`src/design/gfba_pkg.sv`:
```
// gfba_pkg: shared constants, status codes and controller/datapath structs
// for the grouped free-block allocator. No dependencies.
`default_nettype none

package gfba_pkg;

  // fixed field widths
  localparam int BLK_W  = 10;  // block number
  localparam int WORD_W = 11;  // stack / group word
  localparam int ST_W   = 2;   // result status

  localparam int GROUP_SIZE_DEF = 16;
  localparam int NUM_BLOCKS_DEF = 1024;

  localparam logic [WORD_W-1:0] END_MARK = 11'h7FF;

  localparam logic [ST_W-1:0] ST_ALLOC = 2'd0;
  localparam logic [ST_W-1:0] ST_FAIL  = 2'd1;
  localparam logic [ST_W-1:0] ST_FREED = 2'd2;

  // controller -> datapath
  typedef struct packed {
    logic load;        // capture request, read top of stack
    logic pop;         // allocate from stack
    logic fail;        // allocate on empty list
    logic grp_start;   // leader allocate or spilling free: start group addressing
    logic push;        // free into stack
    logic mod_step;    // one step of block mod NUM_BLOCKS
    logic mul;         // group base address
    logic spill_rd;    // stack -> group store, one word
    logic spill_end;
    logic reload_rd;   // group store -> stack, one word
    logic reload_end;
  } cmd_t;

  // datapath -> controller
  typedef struct packed {
    logic req_free;
    logic count_one;
    logic count_full;
    logic link_end;
    logic mod_last;
    logic sweep_last;
  } stat_t;

endpackage

`default_nettype wire

```
`src/design/gfba_ctrl.sv`:
```
// gfba_ctrl: sequencing state machine for the allocator.
// Depends on gfba_pkg (cmd_t, stat_t).
`default_nettype none

module gfba_ctrl (
  input  wire logic           clk,
  input  wire logic           rst_n,
  input  wire logic           start,
  output logic                busy,
  input  wire gfba_pkg::stat_t stat,
  output gfba_pkg::cmd_t      cmd
);

  typedef enum logic [2:0] {
    S_IDLE,
    S_EXEC,
    S_MOD,
    S_MUL,
    S_SPILL,
    S_RELOAD,
    S_DRAIN
  } state_t;

  state_t state_r, state_nxt;
  logic   busy_r, busy_nxt;

  always_comb begin
    cmd       = '0;
    state_nxt = state_r;
    case (state_r)
      S_IDLE: begin
        if (start) begin
          cmd.load  = 1'b1;
          state_nxt = S_EXEC;
        end
      end
      S_EXEC: begin
        state_nxt = S_IDLE;
        if (!stat.req_free) begin
          if (!stat.count_one) begin
            cmd.pop = 1'b1;
          end else if (stat.link_end) begin
            cmd.fail = 1'b1;
          end else begin
            cmd.grp_start = 1'b1;
            state_nxt     = S_MOD;
          end
        end else begin
          if (!stat.count_full) begin
            cmd.push = 1'b1;
          end else begin
            cmd.grp_start = 1'b1;
            state_nxt     = S_MOD;
          end
        end
      end
      S_MOD: begin
        cmd.mod_step = 1'b1;
        if (stat.mod_last) state_nxt = S_MUL;
      end
      S_MUL: begin
        cmd.mul   = 1'b1;
        state_nxt = stat.req_free ? S_SPILL : S_RELOAD;
      end
      S_SPILL: begin
        cmd.spill_rd = 1'b1;
        if (stat.sweep_last) begin
          cmd.spill_end = 1'b1;
          state_nxt     = S_IDLE;
        end
      end
      S_RELOAD: begin
        cmd.reload_rd = 1'b1;
        if (stat.sweep_last) begin
          cmd.reload_end = 1'b1;
          state_nxt      = S_DRAIN;
        end
      end
      // last reloaded word lands in the stack here
      S_DRAIN: state_nxt = S_IDLE;
      default: state_nxt = S_IDLE;
    endcase
  end

  assign busy_nxt = (state_nxt != S_IDLE);

  always_ff @(posedge clk) begin
    if (!rst_n) begin
      state_r <= S_IDLE;
      busy_r  <= 1'b0;
    end else begin
      state_r <= state_nxt;
      busy_r  <= busy_nxt;
    end
  end

  assign busy = busy_r;

  a_accept_exec: assert property (@(posedge clk) disable iff (!rst_n)
    (start && !busy) |=> (state_r == S_EXEC))
    else $error("accepted transaction did not enter execute");

  a_busy_state: assert property (@(posedge clk) disable iff (!rst_n)
    busy == (state_r != S_IDLE))
    else $error("busy out of step with state");

  a_drain_after_reload: assert property (@(posedge clk) disable iff (!rst_n)
    (state_r == S_DRAIN) |-> ($past(state_r) == S_RELOAD))
    else $error("drain entered without reload");

endmodule

`default_nettype wire

```
`config.mk`:
```
export PLATFORM = sky130hd
export DESIGN_NAME = gfba_ctrl
export DESIGN_NICKNAME = d
export VERILOG_FILES = /design/src/design/gfba_pkg.sv /design/src/design/gfba_ctrl.sv
export SDC_FILE = /design/constraint.sdc
export NUM_CORES = 1
export LEC_CHECK = 0
export BUFFER_PORTS_ARGS = -buffer_cell sky130_fd_sc_hd__buf_2
export CAP_MARGIN = 40
export CORE_AREA = 2 2 39 41
export CTS_CLUSTER_SIZE = 16
export DETAILED_ROUTE_END_ITERATION = 10
export DIE_AREA = 0 0 41 43
export GPL_TIMING_DRIVEN = 0
export PLACE_DENSITY_LB_ADDON = 0.15
export SLEW_MARGIN = 20
export SYNTH_ARGS = -nofsm -noshare
export SYNTH_HDL_FRONTEND = slang
export SYNTH_SLANG_ARGS = --single-unit
```
`constraint.sdc`:
```
create_clock -name clk -period 2.8 [get_ports clk]
set_input_delay 0.56 -clock clk [delete_from_list [all_inputs] [get_ports clk]]
set_output_delay 0.56 -clock clk [all_outputs]
set_load 0.03 [all_outputs]
```
==> impl_results.md <==
- CP Class: reg2out
- Synthesized flop and latch total: 4
- Achievable clock frequency: slightly below 500 MHz
- Worst path buffer plus inverter count: 2
- Hold crit path type: in2reg
- Post-synth EDFFs: 0
- Final Setup Violations: 0
- MaxCap Viol Count: 0
- Post-synthesis cell type count: 24
- First-pass GRT wire length: 1.159 mm
- Sequential fraction of the synthesis area: between 20% and 30%
- Clk pin slew, worst setup/hold paths: about 0.040 ns
- Drt via density: 4.544
- Combinational group share of total power: 26.8%
- Die Y: 43 microns
- Post-CTS repair timing setup buffer count: 0
- Initial core utilization: a little under a quarter
- Leakage: around 0.25 nW
- Port Buffer Count: 20
- ANT cells: 0
- Pin count of the biggest net entering global routing: 11
- CP Cell Sequence: buf_6, or3b_4, nor3b_1, buf_2
- Sink Count: 4
- DR vias: between 300 and 400
- Final nets: 74
- Vias in the first global route: 300
- DRT iter0 DRCs: 11
- Actual slew at the worst max-slew pin: approximately 0.42 ns
- Mean routed wirelength per cell: 9.241 microns
- Switching share of power: about a third
- Die W: 41 microns
- Pwr dens: roughly 420 nW/um^2
- Share of post-route cells with drive strength above 1: between 40 and 50%
- Clk_lat worst skew: ~0.24 ns
- Core area: approximately 1400 sq um
- Psw: around 0.061 mW
- Final min period: around 2.1 ns
- Final WS setup: ~0.73 ns
- Ys Warns: 0
- Critical path peak fanout: 9
- Crit path arrival time: 1.51 ns
- Post-CTS Hold Buffers: 0
- Crit. End Element: output port
- Clk pwr share: just under 40%
- CP startpoint kind: flop
- TritonCTS Buffers: 3
- Slew Limit Fails: 0
- Routability cong.: around 0.6
- # IOs: 21
- Worst Path Required: ~2.2 ns
- Status: finished clean
- WL final: 730 microns
- Clock Tree Buf Depth: 2
- Cell area after synthesis: slightly above 300 sq um
- Final period utilization: ~74%
- Reg power frac: approximately 34%
- Final Skew: between 0.0005 and 0.0006 ns
- GR Util All Layers: just under 10%
- CP max stage delay: about 0.42 ns
- Pre-antenna DRT Iters: 4
- Primary FF master, synth: dfxtp_1
- CP top delay family: simple AND/OR/NAND/NOR gates
- Max IR drop VDD: between 0.1 and 0.15 mV
- Syn-to-layout area delta: 45.78%
- Mean Syn Cell Area: roughly 7.8 sq um
- RSZ-0062 raised after global routing: false
- Number of antenna violations at the first check in global routing: 0
- Final setup TNS: 0 ns
- Resized cells post-CTS: 0
- Total die area: between 1500 and 2000 sq um
- Final antenna-violating net count: 0
- Slowest cell on crit path: or3b_4
- # H-tree levels: 1
- Hpwl dp: roughly 570 microns
- Pre-CTS setup slack: ~0.76 ns
- Cell-internal power: between 0.1 and 0.15 mW
- GRT overflow: 0
- Hold Vio Cnt, Final: 0
- Synth Instances: 40
- Syn_nets: 49
- Cell Rows: 14
- Asr flop ratio synth: 0%
- CTS root buf: clkbuf_4
- CTS tree: yes
- Remaining DRCs: 0
- Max-slew headroom: ~72%
==> power by group through the flow <==
stage / combinational, mW / clock (mW) / sequential [mW]
floorplan: 0.0315 / 0 / 0.0679
global placement: 0.0517 / 0 / 0.0650
detailed placement: 0.0514 / 0 / 0.0649
CTS: 0.0515 / 0.0749 / 0.0640
global route: 0.0559 / 0.0809 / 0.0646
finish: 0.0510 / 0.0749 / 0.0640
==> layout make-up <==
class	instances	area [sq um]
Buffer	2	16.27
Clock buffer	3	22.52
Fill cell	156	929.6
Inverter	2	7.507
Multi-Input combinational cell	32	207.7
Sequential cell	4	80.08
Tap cell	16	20.02
Timing Repair Buffer	20	100.1
==> stage by stage <==
step	std cells	utilization [%]	hold slack, ns	area (sq um)	total power, mW
floorplan	40	-	0.5737	311.5	0.09946
global placement	76	31.19	0.6188	431.7	0.1166
detailed placement	76	31.19	0.6218	431.7	0.1163
CTS	79	32.82	0.5665	454.2	0.1904
global route	79	32.82	0.5782	454.2	0.2014
finish	79	32.82	0.5608	454.2	0.1899
==> cell usage after synthesis (2+ instances only) <==
library cell	n	area share (%)
nand2_1	5	6.0
nor2_1	5	6.0
dfxtp_1	4	26
and2_1	2	4.0
inv_1	2	2.4
nor2b_1	2	4.0
nor3_1	2	3.2
nor3b_1	2	4.8
==> layout by cell type (no fill, tap or decap) <==
master | synthesis | layout
or3b_1 | 1 | 1
nor2_1 | 5 | 5
nor3b_1 | 2 | 2
nand2b_1 | 1 | 1
inv_1 | 2 | 2
clkbuf_4 | 0 | 3
nor3_1 | 2 | 2
o211ai_2 | 1 | 1
a221oi_1 | 1 | 1
buf_6 | 1 | 1
o22ai_1 | 1 | 1
and2_1 | 2 | 2
a31o_2 | 1 | 1
nor4b_1 | 1 | 1
dfxtp_1 | 4 | 4
buf_2 | 1 | 21
or3b_4 | 1 | 1
o21ai_2 | 1 | 1
nand2_1 | 5 | 5
a21oi_4 | 1 | 1
o21ai_0 | 1 | 1
and3_1 | 1 | 1
nor2b_1 | 2 | 2
or2b_1 | 1 | 1
a21oi_1 | 1 | 1
==> flip-flops by register name, indices dropped and copies added (netlist names) <==
name	flops
busy	1
state_r	3
==> final timing paths <==
path / slack (ns) / to / from / cells past startpoint
worst max-delay path: 0.73 / cmd[6] / state_r[2] / 4
worst min-delay path: 0.56 / state_r[1] / rst_n / 3
worst max register to register: 1.49 / busy / state_r[0] / 4
worst min register to register: 0.62 / state_r[0] / state_r[2] / 3
==> worst reg2reg max path: stages, from the launching register on <==
cell and delay [ns]:
dfxtp_1 0.36, buf_2 0.22, nor2_1 0.06, a221oi_1 0.44, o211ai_2 0.11
==> cells by family (layout without fill, tap and decap cells) <==
logic type             after synthesis  in the layout  share of synthesized area [%]
AOI/OAI and AO/OA                    8              8                          22.89
buffers and inverters                4             27                          7.630
DFF                                  4              4                          25.70
and+or+nand+nor                     24             24                          43.78
==> routing by layer <==
metal / up-vias / part of all wire, % / global-route usage [%]
met3: 0 / 9.5 / 3.141
li1: 184 / - / -
met5: - / 0 / 0
met1: 152 / 43 / 12.54
met4: 0 / 0 / 8.000
met2: 23 / 47 / 13.13
Power figures use the tool's default switching activity.
